$ cat config.mk
export PLATFORM = sky130hd
export DESIGN_NAME = ook_pulse_width_frame_decoder
export DESIGN_NICKNAME = d
export VERILOG_FILES = /design/src/hdl/ookpw_pkg.sv /design/src/hdl/ook_pulse_width_frame_decoder.sv /design/src/hdl/ookpw_ctrl.sv /design/src/hdl/ookpw_datapath.sv
export SDC_FILE = /design/constraint.sdc
export NUM_CORES = 1
export LEC_CHECK = 0
export BUFFER_PORTS_ARGS = -buffer_cell sky130_fd_sc_hd__buf_2
export CORE_MARGIN = 4
export CORE_UTILIZATION = 24
export DETAILED_ROUTE_END_ITERATION = 16
export PLACE_DENSITY = 0.36
export SLEW_MARGIN = 10
export SYNTH_ARGS = -nofsm -noshare
export SYNTH_HDL_FRONTEND = slang
export SYNTH_SLANG_ARGS = --single-unit
$ cat constraint.sdc
create_clock -name clk -period 10.8 [get_ports clk]
set_clock_uncertainty 0.1 [all_clocks]
set_input_delay 0 -clock clk [delete_from_list [all_inputs] [get_ports clk]]
set_output_delay 0 -clock clk [all_outputs]
set_load 0.05 [all_outputs]
$ cat src/hdl/ookpw_pkg.sv
// Shared types and constants for the OOK pulse-width frame decoder.
package ookpw_pkg;

  localparam int unsigned WIDTH_W = 16;
  localparam int unsigned SUM_W = WIDTH_W + 1;
  localparam int unsigned FRAME_W = 24;

  localparam logic [7:0] SAT_MAX = 8'd250;
  localparam logic [SUM_W:0] STEADY_TOL = 18'd120;
  localparam logic [4:0] SYNC_LO_MUL = 5'd28;
  localparam logic [5:0] SYNC_HI_MUL = 6'd37;
  localparam logic [1:0] NOISE_LO_MUL = 2'd2;
  localparam logic [2:0] NOISE_HI_MUL = 3'd6;
  localparam logic [1:0] BIT_LO_MUL = 2'd3;
  localparam logic [2:0] BIT_HI_MUL = 3'd5;
  localparam logic [1:0] LAST_BYTE = 2'd2;
  localparam logic [1:0] BAD_BYTE = 2'd3;

  localparam logic [15:0] RST_BASE_MIN = 16'd200;
  localparam logic [15:0] RST_BASE_MAX = 16'd1000;
  localparam logic [7:0] RST_BAD_LIMIT = 8'd3;
  localparam logic [7:0] RST_OK_LIMIT = 8'd3;

  typedef enum logic [1:0] {
    REG_BASE_MIN  = 2'd0,
    REG_BASE_MAX  = 2'd1,
    REG_BAD_LIMIT = 2'd2,
    REG_OK_LIMIT  = 2'd3
  } reg_index_t;

  typedef enum logic [1:0] {
    KIND_CLEAR = 2'd0,
    KIND_OK    = 2'd1,
    KIND_BAD   = 2'd2,
    KIND_FRAME = 2'd3
  } kind_t;

  typedef enum logic [2:0] {
    S_IDLE,
    S_EVAL,
    S_UPDATE,
    S_ROUTE,
    S_CLEAR,
    S_MAIN
  } state_t;

  typedef struct packed {
    logic load;
    logic eval;
    logic update;
    logic show_main;
  } dp_cmd_t;

  typedef struct packed {
    logic first;
    logic has_main;
  } dp_status_t;

endpackage

$ cat src/hdl/ook_pulse_width_frame_decoder.sv
// Top level of the OOK pulse-width frame decoder.
//
// Input channel: one word per RF pin edge (pin_level, width, first_edge),
// moved when in_valid is high and in_stall is low. Output channel: zero to
// two result words per edge (kind, frame_data, last), moved when out_valid
// is high and out_stall is low; last marks the final word of an edge.
// Configuration: cfg_write_en with cfg_index and cfg_data writes base_min,
// base_max, bad_limit or ok_limit; write only while the block is idle.
// Sequencing: one edge word is handled at a time by the controller sequence
// accept, evaluate, update, route. The result words follow in the clear
// and main states, and no new edge word is accepted until they are taken.
// A stalled result word holds its value, and in_stall stays high until the
// last word of the edge is taken. Synchronous reset returns the controller
// to idle, clears the decoder state to sync mode and loads the register
// defaults 200, 1000, 3 and 3.
module ook_pulse_width_frame_decoder
  import ookpw_pkg::*;
(
  input  logic               clk,
  input  logic               rst,
  input  logic               cfg_write_en,
  input  logic [1:0]         cfg_index,
  input  logic [15:0]        cfg_data,
  input  logic               in_valid,
  output logic               in_stall,
  input  logic               pin_level,
  input  logic [WIDTH_W-1:0] width,
  input  logic               first_edge,
  output logic               out_valid,
  input  logic               out_stall,
  output logic [1:0]         kind,
  output logic [FRAME_W-1:0] frame_data,
  output logic               last
);

  dp_cmd_t    cmd;
  dp_status_t sts;

  ookpw_ctrl u_ctrl (
    .clk       (clk),
    .rst       (rst),
    .in_valid  (in_valid),
    .in_stall  (in_stall),
    .out_valid (out_valid),
    .out_stall (out_stall),
    .sts       (sts),
    .cmd       (cmd)
  );

  ookpw_datapath u_datapath (
    .clk          (clk),
    .rst          (rst),
    .cfg_write_en (cfg_write_en),
    .cfg_index    (cfg_index),
    .cfg_data     (cfg_data),
    .pin_level    (pin_level),
    .width        (width),
    .first_edge   (first_edge),
    .cmd          (cmd),
    .sts          (sts),
    .kind         (kind),
    .frame_data   (frame_data),
    .last         (last)
  );

endmodule

$ cat src/hdl/ookpw_ctrl.sv
// Controller state machine that sequences one edge word through the datapath.
module ookpw_ctrl
  import ookpw_pkg::*;
(
  input  logic       clk,
  input  logic       rst,
  input  logic       in_valid,
  output logic       in_stall,
  output logic       out_valid,
  input  logic       out_stall,
  input  dp_status_t sts,
  output dp_cmd_t    cmd
);

  state_t state;
  state_t state_next;

  always_ff @(posedge clk) begin
    if (rst) begin
      state <= S_IDLE;
    end else begin
      state <= state_next;
    end
  end

  always_comb begin
    state_next = state;
    cmd = '0;
    in_stall = 1'b1;
    out_valid = 1'b0;
    unique case (state)
      S_IDLE: begin
        in_stall = 1'b0;
        if (in_valid) begin
          cmd.load = 1'b1;
          state_next = S_EVAL;
        end
      end
      S_EVAL: begin
        cmd.eval = 1'b1;
        state_next = S_UPDATE;
      end
      S_UPDATE: begin
        cmd.update = 1'b1;
        state_next = S_ROUTE;
      end
      S_ROUTE: begin
        priority if (sts.first) begin
          state_next = S_CLEAR;
        end else if (sts.has_main) begin
          state_next = S_MAIN;
        end else begin
          state_next = S_IDLE;
        end
      end
      S_CLEAR: begin
        out_valid = 1'b1;
        if (!out_stall) begin
          state_next = sts.has_main ? S_MAIN : S_IDLE;
        end
      end
      S_MAIN: begin
        out_valid = 1'b1;
        cmd.show_main = 1'b1;
        if (!out_stall) begin
          state_next = S_IDLE;
        end
      end
      default: state_next = S_IDLE;
    endcase
  end

`ifndef SYNTHESIS
  a_accept_to_eval: assert property (@(posedge clk) disable iff (rst)
    (in_valid && !in_stall) |=> (state == S_EVAL))
    else $error("accepted word did not start evaluation");

  a_no_early_result: assert property (@(posedge clk) disable iff (rst)
    (in_valid && !in_stall) |=> (!out_valid ##1 !out_valid ##1 !out_valid))
    else $error("result shown before the update finished");

  a_main_needs_result: assert property (@(posedge clk) disable iff (rst)
    (state == S_MAIN) |-> sts.has_main)
    else $error("main result shown without one pending");

  a_clear_needs_first: assert property (@(posedge clk) disable iff (rst)
    (state == S_CLEAR) |-> sts.first)
    else $error("clear command shown for a word that was not a first edge");
`endif

endmodule

$ cat src/hdl/ookpw_datapath.sv
// Datapath with configuration, decoder state, period checks and result registers.
module ookpw_datapath
  import ookpw_pkg::*;
(
  input  logic                 clk,
  input  logic                 rst,
  input  logic                 cfg_write_en,
  input  logic [1:0]           cfg_index,
  input  logic [15:0]          cfg_data,
  input  logic                 pin_level,
  input  logic [WIDTH_W-1:0]   width,
  input  logic                 first_edge,
  input  dp_cmd_t              cmd,
  output dp_status_t           sts,
  output logic [1:0]           kind,
  output logic [FRAME_W-1:0]   frame_data,
  output logic                 last
);

  logic [15:0] base_min;
  logic [15:0] base_max;
  logic [7:0]  bad_limit;
  logic [7:0]  ok_limit;

  logic               cur_level;
  logic [WIDTH_W-1:0] cur_low;
  logic               cur_first;

  logic               in_data_mode;
  logic [WIDTH_W-1:0] high_width;
  logic [WIDTH_W-1:0] base_time;
  logic [2:0]         bit_phase;
  logic [1:0]         byte_index;
  logic [7:0]         bit_shift;
  logic [7:0]         frame_bytes [3];
  logic [7:0]         noise_count;
  logic [7:0]         steady_count;
  logic [SUM_W-1:0]   previous_period;

  logic             f_sync;
  logic             f_noise;
  logic             f_steady;
  logic             f_bit_ok;
  logic             f_bit_one;
  logic [SUM_W-1:0] sum_q;

  logic                has_main;
  kind_t               main_kind;
  logic [FRAME_W-1:0]  main_data;

  logic [SUM_W-1:0]   sum;
  logic [WIDTH_W-1:0] min_hl;
  logic [20:0]        h_lo;
  logic [21:0]        h_hi;
  logic [17:0]        m_lo;
  logic [18:0]        m_hi;
  logic [17:0]        b_lo;
  logic [18:0]        b_hi;
  logic               sync_ok;
  logic               noise;
  logic               steady;

  logic [7:0] noise_inc;
  logic [7:0] steady_inc;
  logic [7:0] shift_next;
  logic [2:0] phase_next;
  logic [1:0] byte_slot;

  always_comb begin
    sum = {1'b0, high_width} + {1'b0, cur_low};
    min_hl = (high_width > cur_low) ? cur_low : high_width;
    h_lo = 21'(high_width) * 21'(SYNC_LO_MUL);
    h_hi = 22'(high_width) * 22'(SYNC_HI_MUL);
    m_lo = 18'(min_hl) * 18'(NOISE_LO_MUL);
    m_hi = 19'(min_hl) * 19'(NOISE_HI_MUL);
    b_lo = 18'(base_time) * 18'(BIT_LO_MUL);
    b_hi = 19'(base_time) * 19'(BIT_HI_MUL);
    sync_ok = (high_width != '0) && (high_width >= base_min) && (high_width <= base_max)
              && (21'(cur_low) >= h_lo) && (22'(cur_low) < h_hi);
    noise = (high_width < base_min) || (min_hl == '0)
            || (18'(sum) < m_lo) || (19'(sum) >= m_hi);
    steady = (18'(sum) <= 18'(previous_period) + STEADY_TOL)
             && (18'(sum) + STEADY_TOL >= 18'(previous_period));
  end

  always_comb begin
    noise_inc = (noise_count < SAT_MAX) ? noise_count + 8'd1 : noise_count;
    steady_inc = (steady_count < SAT_MAX) ? steady_count + 8'd1 : steady_count;
    shift_next = {bit_shift[6:0], f_bit_ok & f_bit_one};
    phase_next = bit_phase + 3'd1;
    byte_slot = (byte_index == BAD_BYTE) ? 2'd0 : byte_index;
  end

  always_ff @(posedge clk) begin
    if (rst) begin
      base_min <= RST_BASE_MIN;
      base_max <= RST_BASE_MAX;
      bad_limit <= RST_BAD_LIMIT;
      ok_limit <= RST_OK_LIMIT;
    end else if (cfg_write_en) begin
      unique case (reg_index_t'(cfg_index))
        REG_BASE_MIN:  base_min <= cfg_data;
        REG_BASE_MAX:  base_max <= cfg_data;
        REG_BAD_LIMIT: bad_limit <= cfg_data[7:0];
        REG_OK_LIMIT:  ok_limit <= cfg_data[7:0];
        default: ;
      endcase
    end
  end

  always_ff @(posedge clk) begin
    if (cmd.load) begin
      cur_level <= pin_level;
      cur_low <= width;
      cur_first <= first_edge;
    end
    if (cmd.eval) begin
      f_sync <= sync_ok;
      f_noise <= noise;
      f_steady <= steady;
      f_bit_ok <= (18'(sum) >= b_lo) && (19'(sum) <= b_hi);
      f_bit_one <= (cur_low <= high_width);
      sum_q <= sum;
    end
    if (cmd.update && cur_level && in_data_mode && f_bit_ok && (phase_next == 3'd0)) begin
      frame_bytes[byte_slot] <= shift_next;
    end
  end

  always_ff @(posedge clk) begin
    if (rst) begin
      in_data_mode <= 1'b0;
      high_width <= '0;
      base_time <= '0;
      bit_phase <= '0;
      byte_index <= '0;
      bit_shift <= '0;
      noise_count <= '0;
      steady_count <= '0;
      previous_period <= '0;
      has_main <= 1'b0;
      main_kind <= KIND_OK;
      main_data <= '0;
    end else begin
      if (cmd.eval && cur_first) begin
        noise_count <= '0;
        steady_count <= '0;
      end
      if (cmd.update) begin
        has_main <= 1'b0;
        main_kind <= KIND_OK;
        main_data <= '0;
        if (!cur_level) begin
          high_width <= cur_low;
        end else if (!in_data_mode) begin
          priority if (f_sync) begin
            base_time <= high_width;
            bit_phase <= '0;
            byte_index <= '0;
            noise_count <= '0;
            steady_count <= '0;
            previous_period <= '0;
            in_data_mode <= 1'b1;
            has_main <= 1'b1;
          end else if (f_noise) begin
            noise_count <= noise_inc;
            steady_count <= '0;
            previous_period <= '0;
            has_main <= (noise_inc >= bad_limit);
            main_kind <= KIND_BAD;
          end else begin
            if (f_steady) begin
              if (steady_inc >= ok_limit) begin
                noise_count <= '0;
                steady_count <= '0;
                has_main <= 1'b1;
              end else begin
                steady_count <= steady_inc;
              end
            end
            previous_period <= sum_q;
          end
        end else begin
          bit_shift <= shift_next;
          if (f_bit_ok) begin
            bit_phase <= phase_next;
            if (phase_next == 3'd0) begin
              byte_index <= byte_index + 2'd1;
              if (byte_index == LAST_BYTE) begin
                has_main <= 1'b1;
                main_kind <= KIND_FRAME;
                main_data <= {frame_bytes[0], frame_bytes[1], shift_next};
                in_data_mode <= 1'b0;
              end
            end
          end else begin
            in_data_mode <= 1'b0;
          end
        end
      end
    end
  end

  assign sts.first = cur_first;
  assign sts.has_main = has_main;

  always_comb begin
    if (cmd.show_main) begin
      kind = main_kind;
      frame_data = main_data;
      last = 1'b1;
    end else begin
      kind = KIND_CLEAR;
      frame_data = '0;
      last = !has_main;
    end
  end

endmodule
==> results.cfg <==
[placed_design]
postPlaceCellArea_mm2 = 0.02030
io_buffers = 69
dp_hpwl_um = 47510
place_ws_ps = 3436
gp_congestion = 0.8405

[floorplanning]
dieHeight_um = 287.2
num_rows = 102
die-area_mm2 = 0.08250
pin_count = 70
fp.dieW_um = 287.2
coreArea_mm2 = 0.07734
start_util_pct = 24.20

[setup_path]
required_ps = 11010
path_max_fanout = 37
worstSetupStartpointType = register
critPathMaxStageDelay_ps = 700
slowest_stage = dfxtp_1
reg2reg_depth = 27
crit_arrival_ps = 7540
end_kind = register
worstSetupPathType = reg -> reg

[power]
power.switching_w = 0.0008150
internal_power_w = 0.001730
power_w = 0.002545
pwr-share-clk_pct = 41.3
swShare_pct = 32.02
p_comb_share_pct = 24.3
ir_drop_mv = 0.1160
powerDensity_mw_per_mm2 = 116.5
power.leakage_nw = 9.565
seqPwrFrac_pct = 34.4

[routing]
firstDrtPassIters = 4
ant_nets = 0
drcViolationCount = 0
drtIter0Drc = 725
vias = 15940
avgViaCountPerCell = 4.697
wl_per_cell_um = 18.03
routed_wl_um = 61190

[sta]
tns_ps = 0
rsz0062_at_grt = false
relSlewSlack_pct = 23.67
setup_viol = 0
final-max-slew-violation-count = 0
tightestPinTransition_ps = 1133
clock.fmax_mhz = 136.5
finalCriticalPeriod_ps = 7326
fin_crit_sh_pct = 67.83
fin_ws_ps = 3474
hold_viol_final = 0

[clocking]
tritoncts = built
clock_path_buffers = 3
clk-insertion-delay-late_ps = 590
cts-root-buf = clkbuf_16
h-tree-depth = 1
cts_made_buffers = 29
cts.sinks = 212
clk_pin_slew_worst_paths_ps = 60

[worst_hold_path]
min_path_type = in -> reg
holdPathStages = 2

[synth]
synth.top_cell.area_share_pct = 22.93
synthTopCellsByArea = ha_1 23%, dfxtp_1 17%, edfxtp_1 9.0%, a21oi_1 5.4%, nand2_1 4.9%
syn_avg_cell_area_um2 = 8.403
synth_seq_cells = 212
synth_edf_count = 56
synthCells = 2227
async_flop_share_pct = 0
ys_types = 78
syn_nets = 2643
ys_warn_count = 0
synth_seq_area_share_pct = 25.68
yosys.area.top_type = ha_1
netlist_area_mm2 = 0.01871
synth-main-ff-cell = dfxtp_1

[global_route]
grt_pass1_wl_um = 94590
grt_usage_pct = 14.62
antenna_found_initial = 1
overflow = 0
grt_pass1_vias = 15880
grt_max_degree = 60

[cells_and_area]
final_cell_mix = 343 x ha_1, 242 x nand2_1, 233 x inv_1
final_area_mm2 = 0.02184
areaGrowthSynthToFinish_pct = 16.70
layout_commonest_cell = ha_1
final_core_util_pct = 28.24
drive_gt1_share_pct = 7.738
nets = 2745

[job]
maxCapViolations = 0

[status]
status = complete, no violations
layout make-up:
| class | count | area [um2] |
|---|---|---|
| fillers | 8392 | 55500 |
| multi-input cells | 1715 | 12820 |
| flip-flops and latches | 212 | 4805 |
| well taps | 1040 | 1301 |
| repair buffers | 138 | 988.4 |
| clock buffers | 42 | 887.1 |
| inverters | 233 | 874.6 |
| clock inverters | 12 | 161.4 |
| diodes | 1 | 2.502 |
kinds of logic (layout without fill, tap and decap cells):
family | Yosys count | in the layout | share of synthesized area, %
AND/OR/NAND/NOR | 658 | 658 | 16.72
AO/OA/AOI/OAI | 552 | 552 | 18.84
adder cells (fa/ha/maj) | 379 | 379 | 26.59
buffers and inverters | 300 | 425 | 6.064
flip-flops | 212 | 212 | 25.68
XOR/XNOR | 103 | 103 | 4.821
multiplexers | 23 | 23 | 1.297
other | 0 | 1 | 0
path summary, 6_finish.rpt:
| check | slack (ps) | from | to |
|---|---|---|---|
| worst max register to register | 3470 | u_datapath.high_width[15] | u_datapath.f_noise |
| worst max-delay path | 3470 | u_datapath.high_width[15] | u_datapath.f_noise |
| worst min-delay path | 30 | width[1] | u_datapath.cur_low[1] |
| worst min register to register | 350 | u_datapath.sum_q[2] | u_datapath.previous_period[2] |
registers in the layout, indices dropped and copies added (netlist names), 8 cells and up:
signal                      count
u_datapath.bad_limit            8
u_datapath.frame_bytes         16
u_datapath.previous_period     17
u_datapath.high_width          16
u_datapath.cur_low             16
u_datapath.base_min            16
u_datapath.sum_q               17
u_datapath.base_time           16
u_datapath.noise_count          8
u_datapath.base_max            16
u_datapath.ok_limit             8
u_datapath.steady_count         8
u_datapath.main_data           24
worst max-delay path, delay by kind of cell (launching register included):
kind	cells	cell delay, ps
DFF	1	700
AOI/OAI and AO/OA	13	2990
buffers and inverters	2	460
xor gates and xnor gates	1	130
adders and majority gates	4	1320
and+or+nand+nor	7	1340
per-layer routing:
| metal | GRT usage, % | up-vias | share of wire [%] |
|---|---|---|---|
| met1 | 18.94 | 7567 | 46 |
| met5 | 0 | - | 0 |
| li1 | - | 8076 | - |
| met3 | 1.808 | 66 | 3.0 |
| met2 | 25.71 | 229 | 48 |
| met4 | 3.737 | 0 | 2.8 |
stage by stage:
step	hold slack, ps	std cells
after floorplan	-1.131	2227
after global placement	76.31	3289
after detailed placement	78.09	3289
after CTS	0.7469	3392
after global routing	15.66	3393
final	33.47	3393
cell usage after synthesis (47+ instances only):
library cell	count
edfxtp_1	56
nand3_1	47
nand2_1	242
ha_1	343
a21oi_1	202
xnor2_1	70
inv_1	233
dfxtp_1	156
nor2_1	136
clkbuf_1	65
a22oi_1	50
o21ai_0	81
power by group through the flow:
stage | clock network [W] | registers (W) | logic, W
after detailed placement | 0 | 0.000893 | 0.000612
after CTS | 0.00109 | 0.000876 | 0.000630
after global routing | 0.00112 | 0.000879 | 0.000702
after floorplan | 0 | 0.000879 | 0.000414
final | 0.00105 | 0.000876 | 0.000617
after global placement | 0 | 0.000892 | 0.000613
repair_timing:
item / CTS / global route
endpoints found under the hold margin: 109 / 0
resized for setup: 0 / 0
hold buffers: 49 / 0
buffers inserted: 0 / 0
Power figures use the tool's default switching activity.
